[config.mk]
export PLATFORM = sky130hd
export DESIGN_NAME = pfa_ctrl
export DESIGN_NICKNAME = d
export VERILOG_FILES = /design/src/pfa_pkg.sv /design/src/pfa_ctrl.sv
export SDC_FILE = /design/constraint.sdc
export NUM_CORES = 1
export LEC_CHECK = 0
export BUFFER_PORTS_ARGS = -buffer_cell sky130_fd_sc_hd__buf_4
export CORE_AREA = 10 10 47 49
export DETAILED_ROUTE_END_ITERATION = 12
export DIE_AREA = 0 0 57 59
export GPL_ROUTABILITY_DRIVEN = 1
export PLACE_DENSITY = 0.37
export RECOVER_POWER = 100
export SKIP_CTS_REPAIR_TIMING = 1
export SYNTH_ARGS = -nofsm -noshare
export SYNTH_HDL_FRONTEND = slang
export SYNTH_SLANG_ARGS = --single-unit
[constraint.sdc]
create_clock -name clk -period 1.4 [get_ports clk]
set_input_delay 0.21 -clock clk [delete_from_list [all_inputs] [get_ports clk]]
set_output_delay 0.21 -clock clk [all_outputs]
set_load 0.01 [all_outputs]
[src/pfa_pkg.sv]
// Shared types, constants and codes of the page-frame allocator.
package pfa_pkg;

  // Defaults for the top-level parameters.
  localparam int MAX_PAGES_DEF = 1024;
  localparam int REF_BITS_DEF  = 16;

  // Fixed field widths of the stream and configuration ports.
  localparam int CMD_W       = 2;
  localparam int PAGE_W      = 10;
  localparam int STATUS_W    = 3;
  localparam int RC_W        = 16;
  localparam int CNT_W       = 11;
  localparam int TAG_W       = 2;
  localparam int IN_DATA_W   = 16;
  localparam int OUT_DATA_W  = 32;
  localparam int CFG_IDX_W   = 1;
  localparam int CFG_DATA_W  = 11;

  localparam logic [CNT_W-1:0]  PAGE_COUNT_RST = 11'd1024;
  localparam logic [PAGE_W-1:0] FIRST_FREE_RST = 10'd0;

  // Configuration register indexes.
  localparam logic [CFG_IDX_W-1:0] REG_PAGE_COUNT = 1'd0;
  localparam logic [CFG_IDX_W-1:0] REG_FIRST_FREE = 1'd1;

  typedef enum logic [CMD_W-1:0] {
    CMD_INIT  = 2'd0,
    CMD_ALLOC = 2'd1,
    CMD_DUP   = 2'd2,
    CMD_PUT   = 2'd3
  } cmd_t;

  typedef enum logic [STATUS_W-1:0] {
    ST_OK        = 3'd0,
    ST_OOM       = 3'd1,
    ST_BAD_FREE  = 3'd2,
    ST_BAD_INDEX = 3'd3,
    ST_LOOP      = 3'd4,
    ST_OVERFLOW  = 3'd5
  } status_t;

  typedef enum logic [TAG_W-1:0] {
    TAG_RESERVED  = 2'd0,
    TAG_FREE_NEXT = 2'd1,
    TAG_FREE_LAST = 2'd2,
    TAG_ALLOCATED = 2'd3
  } tag_t;

  typedef enum logic [1:0] {
    FSM_CLEAR = 2'd0,
    FSM_IDLE  = 2'd1,
    FSM_SWEEP = 2'd2,
    FSM_EXEC  = 2'd3
  } fsm_state_t;

  // Controller to datapath.
  typedef struct packed {
    logic ready;       // input beat may be taken
    logic accept;      // input beat taken this cycle
    logic sweep;       // write one page of the sweep this cycle
    logic sweep_link;  // sweep builds the free list (init) instead of clearing
    logic exec_go;     // finish the command and load the result register
  } ctrl_cmd_t;

  // Datapath to controller.
  typedef struct packed {
    logic sweep_last;  // sweep is at its final page
    logic slot_free;   // result register can take a new beat
  } dp_sts_t;

endpackage

[src/pfa_ctrl.sv]
// Command sequencer of the page-frame allocator.
module pfa_ctrl (
  input  logic                clk,
  input  logic                rst_n,
  input  logic                in_tvalid,
  input  pfa_pkg::cmd_t       in_cmd,
  input  pfa_pkg::dp_sts_t    sts,
  output pfa_pkg::ctrl_cmd_t  cmd
);

  pfa_pkg::fsm_state_t state_r, state_nxt;

  always_ff @(posedge clk) begin
    if (!rst_n) begin
      state_r <= pfa_pkg::FSM_CLEAR;
    end else begin
      state_r <= state_nxt;
    end
  end

  always_comb begin
    state_nxt  = state_r;
    cmd        = '0;
    case (state_r)
      pfa_pkg::FSM_CLEAR: begin
        cmd.sweep = 1'b1;
        if (sts.sweep_last) begin
          state_nxt = pfa_pkg::FSM_IDLE;
        end
      end
      pfa_pkg::FSM_IDLE: begin
        cmd.ready = 1'b1;
        if (in_tvalid) begin
          cmd.accept = 1'b1;
          state_nxt  = (in_cmd == pfa_pkg::CMD_INIT) ? pfa_pkg::FSM_SWEEP
                                                    : pfa_pkg::FSM_EXEC;
        end
      end
      pfa_pkg::FSM_SWEEP: begin
        cmd.sweep      = 1'b1;
        cmd.sweep_link = 1'b1;
        if (sts.sweep_last) begin
          state_nxt = pfa_pkg::FSM_EXEC;
        end
      end
      pfa_pkg::FSM_EXEC: begin
        if (sts.slot_free) begin
          cmd.exec_go = 1'b1;
          state_nxt   = pfa_pkg::FSM_IDLE;
        end
      end
      default: begin
        state_nxt = pfa_pkg::FSM_CLEAR;
      end
    endcase
  end

endmodule

======== Word level (Yosys, flattened, before mapping) ========
Index checks and enable logic that the tools add are counted.
word-level totals
  output and inout port bits .............. 5
  register bits after elaboration ......... 2
  input port bits ......................... 7
  logic and storage cells ................. 24
operators by class
  equality and inequality tests ........... 7
  multiplexer cells ....................... 12
  reductions and logical operators ........ 4
operators by type and width
  kind                                                                    number
  2-bit 2-to-1 mux                                                        5
  2-bit != test (second input constant)                                   4
  2-bit case mux with 4 select lines                                      1
  1-bit 2-to-1 mux                                                        6
  2-bit equality test (second input constant)                             2
  2-bit zero test                                                         2
  4-bit AND reduction                                                     1
  2-bit by 1-bit equality test with 1-bit output (second input constant)  1
  2-bit OR reduction                                                      1

======== Logic depth before layout (Yosys ltp) ========
Gate-level depths: netlist of the first run.
  word-level depth ........................ 4
  mapped depth ............................ 5
  mapped depth without buffers ............ 5

======== Worst setup path after synthesis of the first run ========
No wires, ideal clock.
  kind .................................... register to register
  start ................................... reg state_r[1]
  end ..................................... reg state_r[1]
  setup slack ............................. 0.112 ns
  buffers on the path ..................... 0
  stages on the path, launching flop included .. 6
  data required time ...................... 1.279 ns
  arrival ................................. 1.167 ns
  path through ............................ dfxtp_1 > inv_1 > ha_1 > and2b_1 > o31ai_2 > a21oi_1
on the way
  word-level cells in the longest chain between the ends .. 3
  elaborated cells between the ends (all ways) .. 10
  classes of those cells .................. eq/ne: 7; mux: 1; reduce/logical: 2
ends and longest elaborated chain
  item                                         RTL line        source
  from (decl)                                  pfa_ctrl.sv:11  pfa_pkg::fsm_state_t state_r, state_nxt;
  from (signal assigned)                       pfa_ctrl.sv:15  state_r <= pfa_pkg::FSM_CLEAR;
  from (signal assigned)                       pfa_ctrl.sv:17  state_r <= state_nxt;
  2-bit equality test (tied with other cells)  pfa_ctrl.sv:24  case (state_r)
  2-bit != test (no source line)               --
  4-bit AND reduction (no source line)         --
Parallel ways exist; a longest one is shown, timed or not.
A chain may end at the register's enable or synchronous reset.

==> results by group, run 1 <==
Layout
  – Commonest non-fill, non-tap cell in the layout: buf_4
  – Final net count: 56
  – Largest Register: state_r
  – Max reg flops: 2
  – Regs by FF count: state_r (2)
  – Cell area after layout: roughly 430 sq um
  – Core Util, Final: 30.7%
  – Layout fillers: between 150 and 200
  – Antenna fix cells: 0
  – Area grow syn2layout: 72.0%
  – Layout cells sized above 1: 71.4%
  – Commonest non-fill, non-tap cells in the layout: buf_4, clkbuf_4

Routing
  – WL met3: about 31 microns
  – DR iter-0 viols: 1
  – First drt pass iteration count: 2
  – Top sig layer: met3
  – Final wirelength: approximately 700 microns
  – Via Count: approximately 240
  – Met2 wire len: around 350 microns
  – Residual DRC: 0
  – Met1 WL: about 320 microns
  – Post-DRT Antenna Nets: 0
  – WL/cell: ~12 microns
  – Vias/cell: just over 4

Power and ir drop
  – VDD IR-drop max: between 0.0006 and 0.0007 V
  – Leak: around 0.18 nW
  – Pwr Total: 0.874 mW
  – Pwr Density: 2030 mW/mm^2

Global routing
  – Vias in the first global route: around 280
  – Largest net degree at the start of global routing: 6
  – Total GRT Usage: under 10%
  – Overflow after GRT: 0
  – Initial antenna violation count: 0
  – First-pass GRT wire length: 1.15 mm

Worst setup path
  – Worst-path fanout max: 4
  – Crit. End Element: primary output
  – Critical Path Source: state_r[0]
  – Crit Path Class: reg2out
  – Data arrival time of the critical path: between 1000 and 1500 ps
  – Worst R2R Start: state_r[1]
  – CP startpoint kind: flip-flop
  – Critical Path RT: 1190 ps

Floorplanning
  – Initial Utilization: 17.9%
  – Die Footprint: about 0.0034 sq mm
  – Core Box Area: 0.00140 sq mm
  – Num rows: 14
  – Ports: 12
  – Die extent in y: a little under 60 microns
  – Die Width: around 57 microns

Logic synthesis
  – Seq cells post-synth: 2
  – Post-Synthesis Cells: 27
  – Mapped Area: approximately 250 sq um
  – Yosys warnings: 0
  – Synth Net Count: 39
  – Synth Area per Inst: 9.27 sq um
  – Sequential area share after synthesis: 16.0%
  – Netlist cell types: 18

Place
  – Placed Area: ~360 sq um
  – Buffers on Ports: 11
  – GPL Wtd Cong: 0.740
  – Hpwl dp: approximately 570 microns

Timing
  – Slew margin rel.: 86.7%
  – Final period util: 97.5%
  – Final Hold Fails: 0
  – Worst-Margin Slew: between 150 and 200 ps
  – Minimum clock period after layout: ~1400 ps
  – Slew Viols, Final: 0
  – Final setup viols: 0
  – Unrepaired setup endpoints after global routing: yes
  – Fmax: around 730 MHz
  – Worst Skew: 1.40 ps

Flow run
  – Max-cap violations: 0

Hold path
  – HP Class: in2reg
  – Min-Delay Startpoint: rst_n

CTS
  – Root buffer cell: clkbuf_4
  – CTS tree: done
  – Cts bufs inserted: 3
  – Worst skew pair latency: between 200 and 250 ps
  – H-tree levels: 1
  – Clock Tree Buf Depth: 2
  – Sink Count: 2
  – Clock slew at reported path FFs: ~30 ps

Run status
  – Outcome: finished, final reports clean
-- synth_stat cells --
cell / instances / area share (%)
a311oi_2: 1 / 6.0
and2b_1: 1 / 3.0
ha_1: 5 / 25
o21bai_2: 1 / 4.5
nor2b_1: 1 / 2.5
o21ai_0: 1 / 2.0
a31oi_1: 1 / 2.5
o21ba_2: 1 / 4.0
dfxtp_1: 2 / 16
inv_1: 3 / 4.5
o31ai_2: 1 / 5.0
or2_2: 1 / 2.5
and2b_4: 1 / 4.0
nand2b_1: 2 / 5.0
nor3_2: 1 / 4.0
nand4_1: 1 / 2.5
a21oi_1: 1 / 2.0
and2_1: 2 / 5.0
-- stage by stage --
| step | worst slack (ps) | hold slack (ps) | instances | TNS [ps] |
|---|---|---|---|---|
| 6_report | 35.1 | 245 | 58 | 0 |
| 5_1_grt | -7.47 | 258 | 58 | -7.47 |
| 4_1_cts | -178 | 247 | 58 | -179 |
| 3_5_place_dp | 35.8 | 482 | 55 | 0 |
| 3_3_place_gp | 58.3 | 481 | 55 | 0 |
| 2_1_floorplan | 112 | 357 | 27 | 0 |
-- cells by family (layout without fill, tap and decap cells) --
kind of cell	after synthesis	after routing	synth area share, %
adders and majority gates	5	5	25.0
AOI/OAI and AO/OA	7	7	26.0
DFF	2	2	16.0
and+or+nand+nor	10	10	28.5
buffers and inverters	3	18	4.50
-- critical path, stage by stage, from the launching register on --
cell	delay (ps)
dfxtp_4	360
inv_4	50
ha_4	160
or2_4	240
buf_6	120
-- worst paths after layout --
kind,endpoint,slack (ps),cells past startpoint
min,state_r[0],250,3
min reg2reg,state_r[1],600,3
max reg2reg,state_r[1],110,5
max,cmd[2],40,4
-- layer usage --
layer / track usage, % / vias up
li1: - / 124
met2: 6.20 / 9
met1: 4.85 / 108
met3: 1.93 / 0
met4: 5.03 / 0
met5: 0 / -
-- cell type report --
class	count	area (sq um)	area share [%]
Clock buffer	3	22.5	5.23
Inverter	3	13.8	3.20
Multi-Input combinational cell	22	231	53.8
Sequential cell	2	45.0	10.5
Tap cell	16	20.0	4.65
Timing Repair Buffer	12	97.6	22.7
-- report_power, final --
group          internal, mW  switching (mW)
Combinational         0.335           0.289
Sequential           0.0960          0.0311
Clock                0.0943          0.0298
Total                 0.525           0.350
Note: power is estimated with default switching activity, not from simulation.
==> inputs of run 2 (changes only) <==
--- a/config.mk
+++ b/config.mk
@@ -5,12 +5,13 @@
 export SDC_FILE = /design/constraint.sdc
 export NUM_CORES = 1
 export LEC_CHECK = 0
+export ABC_AREA = 1
 export BUFFER_PORTS_ARGS = -buffer_cell sky130_fd_sc_hd__buf_4
 export CORE_AREA = 10 10 47 49
 export DETAILED_ROUTE_END_ITERATION = 12
 export DIE_AREA = 0 0 57 59
 export GPL_ROUTABILITY_DRIVEN = 1
-export PLACE_DENSITY = 0.37
+export PLACE_DENSITY = 0.36
 export RECOVER_POWER = 100
 export SKIP_CTS_REPAIR_TIMING = 1
 export SYNTH_ARGS = -nofsm -noshare
==> run 2 against run 1 <==
- utilization down 0.71 points
- count of clock-buffer cells in the layout unchanged
- sequential power is 4% lower
- setup slack better by 4.4 ps
- sequential share of layout area decreased by 0.35 points
- worst hold slack got worse by 17 ps
- global-route usage decreased by 1.1 points
- design area shrank 2.3%
- first-iteration DRC count grew to 6.0 times the previous value
- clock power hardly changed
- highest routed layer unchanged
==> results by group, run 2 <==
Logic synthesis
  – Most frequent cell after synthesis: inv_1 (was ha_1)
  – Synth Area in Adders: 26.2% (was 25.0%)
  – Simple-gate share of the synthesized area: 28.8% (was 28.5%)
  – Async SR Flop Fraction: 0% (unchanged)
  – Share of the synthesized area in the top cell type: 26.2% (was 25.0%)
  – Sequential area share after synthesis: 16.8% (was 16.0%)
  – Yosys warnings: 0 (unchanged)
  – Synth Net Count: 45 (was 39)
  – Netlist cell types: 12 (was 18)
  – Mapped Area: 239 sq um (was 250 sq um)
  – Synth Area in Compound Gates: 13.6% (was 26.0%)
  – Top FF cell, synth: dfxtp_1 (unchanged)
  – Post-Synthesis Cells: 33 (was 27)
  – Number of synthesized flops with an enable pin: 0 (unchanged)
  – Fraction of synthesized cell area in xor and xnor cells: 0% (unchanged)
  – Most area-hungry cell type in the Yosys netlist: ha_1 (unchanged)
  – Multiplexer share of the synthesized area: 0% (unchanged)
  – Largest family of logic cells by synthesized area: simple AND/OR/NAND/NOR gates (unchanged)
  – Post-synth top cells: inv_1, nand2_1, ha_1 (was ha_1, inv_1, and2_1, dfxtp_1, nand2b_1)
  – Area contributors post-synth: ha_1, dfxtp_1, inv_1 (was ha_1, dfxtp_1, a311oi_2)
  – Seq cells post-synth: 2 (unchanged)
  – Synth Area per Inst: 7.24 sq um (was 9.27 sq um)

Power and ir drop
  – Sequential share of power: 14.5% (about the same)
  – Pint: 0.504 mW (was 0.525 mW)
  – Logic pwr share: 71.0% (was 71.3%)
  – VDD IR-drop max: 0.000580 V (was 0.000677 V)
  – Leak: 0.224 nW (was 0.184 nW)
  – Pwr Density: 2000 mW/mm^2 (was 2030 mW/mm^2)
  – Clock power share: 14.5% (was 14.2%)
  – Sw frac: 40.1% (was 40.0%)
  – Switch Pwr: 0.338 mW (was 0.350 mW)

Layout
  – Largest Register: state_r (unchanged)
  – Core Util, Final: 30.0% (was 30.7%)
  – Area occupied by multi-input gates: 189 sq um (was 231 sq um)
  – Max reg flops: 2 (unchanged)
  – Final net count: 64 (was 56)
  – Final std cells w/o fill: 66 (was 58)
  – Regs by FF count: state_r (2) (unchanged)
  – Register Area: 42.5 sq um (was 45.0 sq um)
  – Area grow syn2layout: 75.9% (was 72.0%)
  – Commonest non-fill, non-tap cells in the layout: buf_4, nand2_1, inv_1 (was buf_4, clkbuf_4)
  – Layout cells sized above 1: 60.0% (was 71.4%)
  – Commonest non-fill, non-tap cell in the layout: buf_4 (unchanged)
  – Antenna fix cells: 0 (unchanged)
  – Layout fillers: 163 (was 164)
  – Cell area after layout: 420 sq um (was 430 sq um)

Timing
  – Setup tns final: 0 ps (unchanged)
  – Worst Skew: 2.18 ps (was 1.40 ps)
  – Slew margin rel.: 89.3% (was 86.7%)
  – Unrepaired setup endpoints after global routing: no (was yes)
  – Slew Viols, Final: 0 (unchanged)
  – Final period util: 97.2% (was 97.5%)
  – Fmax: 735 MHz (was 733 MHz)
  – Final Hold Fails: 0 (unchanged)
  – Final setup viols: 0 (unchanged)
  – Worst-Margin Slew: 159 ps (was 197 ps)
  – Minimum clock period after layout: 1360 ps (about the same)

Global routing
  – Overflow after GRT: 0 (unchanged)
  – Grt met2 use: 4.81% (was 6.20%)
  – Initial antenna violation count: 0 (unchanged)
  – Met3 Track Usage GR: 2.58% (was 1.93%)
  – Global routing usage on met1: 3.55% (was 4.85%)
  – Largest net degree at the start of global routing: 5 (was 6)
  – Total GRT Usage: 3.41% (was 4.53%)
  – Grt peak-use layer: met2 (unchanged)
  – Vias in the first global route: 224 (was 283)
  – First-pass GRT wire length: 897 microns (was 1.15 mm)

Routing
  – First drt pass iteration count: 4 (was 2)
  – WL/cell: 8.39 microns (was 12.1 microns)
  – Final wirelength: 554 microns (was 701 microns)
  – DR iter-0 viols: 6 (was 1)
  – Vias/cell: 3.64 (was 4.16)
  – Residual DRC: 0 (unchanged)
  – Post-DRT Antenna Nets: 0 (unchanged)
  – Via Count: 240 (was 241)

Place
  – Post-Place Cells: 61 (was 55)
  – Hpwl dp: 484 microns (was 573 microns)
  – Placed Area: 349 sq um (was 360 sq um)
  – GPL Wtd Cong: 0.689 (was 0.740)
  – Buffers on Ports: 11 (unchanged)

Floorplanning
  – Die Footprint: 0.00336 sq mm (unchanged)
  – Die extent in y: 59 microns (unchanged)
  – Initial Utilization: 17.1% (was 17.9%)
  – Die Width: 57 microns (unchanged)
  – Core Box Area: 0.00140 sq mm (unchanged)
  – Num rows: 14 (unchanged)
  – Ports: 12 (unchanged)

Hold path
  – Min-Delay Startpoint: rst_n (unchanged)
  – Hold EP: state_r[0] (unchanged)
  – HP Class: in2reg (unchanged)
  – Worst Hold Path Cells: 3 (unchanged)

Worst setup path
  – Crit Path Class: reg2out (unchanged)
  – Slowest cell delay on critical path: 350 ps (was 360 ps)
  – Critical Path RT: 1190 ps (about the same)
  – Reg2reg setup slack: 200 ps (was 110 ps)
  – Crit. End Element: primary output (unchanged)
  – Reg2reg end: state_r[0] (was state_r[1])
  – Worst r2r path cells: 8 (was 5)
  – Worst path bufs/invs: 2 (unchanged)
  – CP Cell Sequence: inv_4 > ha_4 > or2_4 > buf_6 (unchanged)
  – Crit path max-delay family: flip-flops (unchanged)
  – Worst-path fanout max: 4 (unchanged)
  – Worst R2R Start: state_r[0] (was state_r[1])
  – Data arrival time of the critical path: 1150 ps (about the same)
  – CP startpoint kind: flip-flop (unchanged)
  – Slowest-stage cell, CP: dfxtp_2 (was dfxtp_4)

CTS
  – Sink Count: 2 (unchanged)
  – CTS tree: done (unchanged)
  – Clock slew at reported path FFs: 30 ps (about the same)
  – Clock Tree Buf Depth: 2 (unchanged)
  – H-tree levels: 1 (unchanged)
  – Worst skew pair latency: 220 ps (about the same)
  – Root buffer cell: clkbuf_4 (unchanged)
  – Cts bufs inserted: 3 (unchanged)

Run status
  – Outcome: finished, final reports clean (unchanged)

Flow run
  – Max-cap violations: 0 (unchanged)
[run 2: cell types whose count changed after synthesis, sizes merged, moves of 2 or more]
cell	delta
nor2	+2
nand2	+10
and2b	-2
nand2b	-2
and2	-2
inv	+5
[run 2: final cells by class]
cell class	count	share of cell area, %
multi-input cells	22	44.9
flip-flops and latches	2	10.1
repair buffers	14	25.9
clock buffers	3	5.36
well taps	16	4.76
inverters	9	8.93
[run 2: worst min-delay path, cell delays in order]
cell	delay [ps]
buf_4	110
nand2_1	50
nor2_1	30
[run 2: logic make-up (layout without fill, tap and decap cells)]
family                   Yosys count  in the layout
AND/OR/NAND/NOR                   14             14
flip-flops                         2              2
buffers and inverters              9             26
AO/OA/AOI/OAI                      3              3
adder cells (fa/ha/maj)            5              5
[run 2: power groups by stage]
stage | registers (mW) | clock network (mW) | logic [mW]
after detailed placement | 0.109 | 0 | 0.490
after floorplan | 0.108 | 0 | 0.317
after global placement | 0.108 | 0 | 0.502
after global routing | 0.127 | 0.134 | 0.661
final | 0.122 | 0.122 | 0.598
after CTS | 0.108 | 0.130 | 0.491
[run 2: worst max-delay path by stage]
stage | start | to | slack [ps] | depth (start not counted)
final | state_r[0] | cmd[2] | 40 | 4
after global routing | state_r[0] | cmd[2] | 7 | 4
after CTS | state_r[0] | cmd[2] | -190 | 4
after detailed placement | state_r[0] | cmd[2] | 50 | 4
after global placement | state_r[0] | cmd[2] | 70 | 4
after floorplan | state_r[0] | cmd[2] | 220 | 3
[run 2: per-stage QoR]
stage | power [mW] | setup WS, ps | hold slack [ps]
after global routing | 0.922 | 6.89 | 230
after detailed placement | 0.599 | 49.2 | 463
after floorplan | 0.425 | 221 | 330
after global placement | 0.610 | 74.2 | 459
after CTS | 0.730 | -193 | 230
final | 0.842 | 39.4 | 228
[run 2: routing by layer]
| metal | vias to the layer above | share of wire [%] |
|---|---|---|
| met5 | - | 0 |
| met2 | 7 | 47 |
| li1 | 131 | - |
| met3 | 0 | 9.7 |
| met1 | 102 | 43 |
| met4 | 0 | 0 |
==> inputs of run 3 (changes only) <==
--- a/config.mk
+++ b/config.mk
@@ -11,7 +11,7 @@
 export DETAILED_ROUTE_END_ITERATION = 12
 export DIE_AREA = 0 0 57 59
 export GPL_ROUTABILITY_DRIVEN = 1
-export PLACE_DENSITY = 0.36
+export PLACE_DENSITY = 0.38
 export RECOVER_POWER = 100
 export SKIP_CTS_REPAIR_TIMING = 1
 export SYNTH_ARGS = -nofsm -noshare
==> constraint.sdc (replaced) <==
create_clock -name clk -period 1.18 [get_ports clk]
set_input_delay 0.177 -clock clk [delete_from_list [all_inputs] [get_ports clk]]
set_output_delay 0.177 -clock clk [all_outputs]
set_load 0.01 [all_outputs]
==> run 3 against run 2 <==
- the run now ends with setup timing left
- clock skew hardly changed
- setup slack worse by 190 ps
- die area stayed put
- design area is 7.4% higher
- largest cell class unchanged
- sequential power is 14% higher
- highest routed layer is now met4
- count of clock-buffer cells in the layout stayed put
==> results by group, run 3 (synthesis results as in run 2) <==
Run status
  – Outcome: finished with violations (was finished, final reports clean)
  – Failing checks: setup timing

Hold path
  – Worst Hold Path Cells: 3 (unchanged)
  – Hold EP: state_r[0] (unchanged)
  – HP Class: in2reg (unchanged)
  – Min-Delay Startpoint: rst_n (unchanged)

Global routing
  – Vias in the first global route: 266 (was 224)
  – First-pass GRT wire length: 959 microns (was 897 microns)
  – Overflow after GRT: 0 (unchanged)
  – Largest net degree at the start of global routing: 5 (unchanged)
  – Total GRT Usage: 3.88% (was 3.41%)
  – Initial antenna violation count: 0 (unchanged)

Timing
  – Minimum clock period after layout: 1330 ps
  – Slew Viols, Final: 0 (unchanged)
  – Slew margin rel.: 91.4% (was 89.3%)
  – Worst Skew: 2.02 ps (was 2.18 ps)
  – WHS: 191 ps (was 228 ps)
  – Unrepaired setup endpoints after global routing: yes (was no)
  – Final setup viols: 4 (was 0)
  – Setup ws final: -149 ps (was 39.4 ps)
  – Final Hold Fails: 0 (unchanged)
  – Fmax: 753 MHz
  – Worst-Margin Slew: 128 ps (was 159 ps)
  – Final period util: 113%

Layout
  – Area grow syn2layout: 89.0% (was 75.9%)
  – Commonest non-fill, non-tap cell in the layout: buf_4 (unchanged)
  – Final std cells w/o fill: 67 (was 66)
  – Antenna fix cells: 0 (unchanged)
  – Core Util, Final: 32.2% (was 30.0%)
  – Layout cells sized above 1: 68.6% (was 60.0%)
  – Final net count: 65 (was 64)
  – Layout fillers: 171 (was 163)
  – Max reg flops: 2 (unchanged)
  – Cell area after layout: 452 sq um (was 420 sq um)
  – Regs by FF count: state_r (2) (unchanged)
  – Commonest non-fill, non-tap cells in the layout: buf_4, nand2_1, inv_1 (unchanged)
  – Largest Register: state_r (unchanged)

Floorplanning
  – Num rows: 14 (unchanged)
  – Die Footprint: 0.00336 sq mm (unchanged)
  – Ports: 12 (unchanged)
  – Die extent in y: 59 microns (unchanged)
  – Core Box Area: 0.00140 sq mm (unchanged)
  – Initial Utilization: 17.1% (unchanged)
  – Die Width: 57 microns (unchanged)

CTS
  – Cts bufs inserted: 3 (unchanged)
  – Worst skew pair latency: 220 ps (about the same)
  – Root buffer cell: clkbuf_4 (unchanged)
  – Clock slew at reported path FFs: 30 ps (about the same)
  – Clock Tree Buf Depth: 2 (unchanged)
  – CTS tree: done (unchanged)
  – Sink Count: 2 (unchanged)
  – H-tree levels: 1 (unchanged)

Worst setup path
  – Slowest cell delay on critical path: 320 ps (was 350 ps)
  – Reg2reg setup slack: 20 ps (was 200 ps)
  – Crit. End Element: primary output (unchanged)
  – Worst R2R Start: state_r[0] (unchanged)
  – Critical Path RT: 1000 ps (was 1190 ps)
  – Crit Path Class: reg2out (unchanged)
  – Slowest-stage cell, CP: dfxtp_2 (unchanged)
  – Data arrival time of the critical path: 1150 ps (about the same)
  – CP Cell Sequence: buf_6 > ha_4 > or2_4 > buf_6 (was inv_4 > ha_4 > or2_4 > buf_6)
  – Worst path most repeated cell: buf_6
  – Worst r2r path cells: 8 (unchanged)
  – Reg2reg end: state_r[0] (unchanged)
  – CP startpoint kind: flip-flop (unchanged)
  – Worst-path fanout max: 3 (was 4)

Routing
  – WL/cell: 8.96 microns (was 8.39 microns)
  – Via Count: 250 (was 240)
  – Final wirelength: 600 microns (was 554 microns)
  – First drt pass iteration count: 1 (was 4)
  – Post-DRT Antenna Nets: 0 (unchanged)
  – DR iter-0 viols: 0 (was 6)
  – Vias/cell: 3.73 (was 3.64)
  – Residual DRC: 0 (unchanged)

Power and ir drop
  – VDD IR-drop max: 0.000960 V (was 0.000580 V)
  – Pwr Density: 2400 mW/mm^2 (was 2000 mW/mm^2)
  – Leak: 0.233 nW (was 0.224 nW)

Place
  – Placed Area: 372 sq um (was 349 sq um)
  – Hpwl dp: 518 microns (was 484 microns)
  – Buffers on Ports: 11 (unchanged)
  – GPL Wtd Cong: 0.696 (was 0.689)
  – Place WS: -70.3 ps (was 49.2 ps)
  – Post-Place Cells: 64 (was 61)

Flow run
  – Max-cap violations: 0 (unchanged)
-- run 3: changes by cell type in the layout (fill, tap and decap cells not counted) --
cell	before	now
buf_4	10	13
ha_1	2	0
clkbuf_1	1	0
clkbuf_4	4	3
ha_2	1	2
ha_4	2	3
nand3_1	1	0
nand3_2	0	1
-- run 3: report_power, final --
| part | internal [mW] | switching [mW] | total, mW |
|---|---|---|---|
| combinational | 0.431 | 0.370 | 0.801 |
| clock | 0.112 | 0.0336 | 0.145 |
| sequential | 0.108 | 0.0312 | 0.139 |
-- run 3: area by class of cell --
cell class | instances | area (sq um) | area share, %
inverter | 9 | 37.5 | 8.31
tap | 16 | 20.0 | 4.43
multi-input combinational | 22 | 209 | 46.3
sequential | 2 | 42.5 | 9.42
clock buffer | 3 | 22.5 | 4.99
timing repair buffer | 15 | 120 | 26.6
-- run 3: worst max-delay path by stage --
stage                     from          to  slack, ps
finish              state_r[1]      cmd[2]       -150
global route        state_r[1]      cmd[2]       -190
CTS                 state_r[0]      cmd[2]       -310
detailed placement  state_r[0]      cmd[2]        -70
global placement    state_r[1]      cmd[2]        -60
floorplan           state_r[1]  state_r[0]         20
-- run 3: critical path: cells and delay by family, from the launching register on --
kind | cells | cell delay, ps
buf+inv | 2 | 240
flops | 1 | 320
simple gates | 1 | 220
fa+ha+maj | 1 | 150
-- run 3: routing by layer --
layer  GRT usage, %  up-vias  routed length, microns
li1               -      135                       -
met1           2.72      104                     215
met2           5.89        9                     305
met3           3.00        2                      72
met4           5.03        0                       6
met5              0        -                       0
-- run 3: per-stage QoR --
step                      total power [mW]  setup TNS [ps]
after detailed placement             0.770           -72.1
after global placement               0.776           -62.2
final                                 1.09            -316
after CTS                            0.929            -649
after floorplan                      0.504               0
after global routing                  1.20            -775
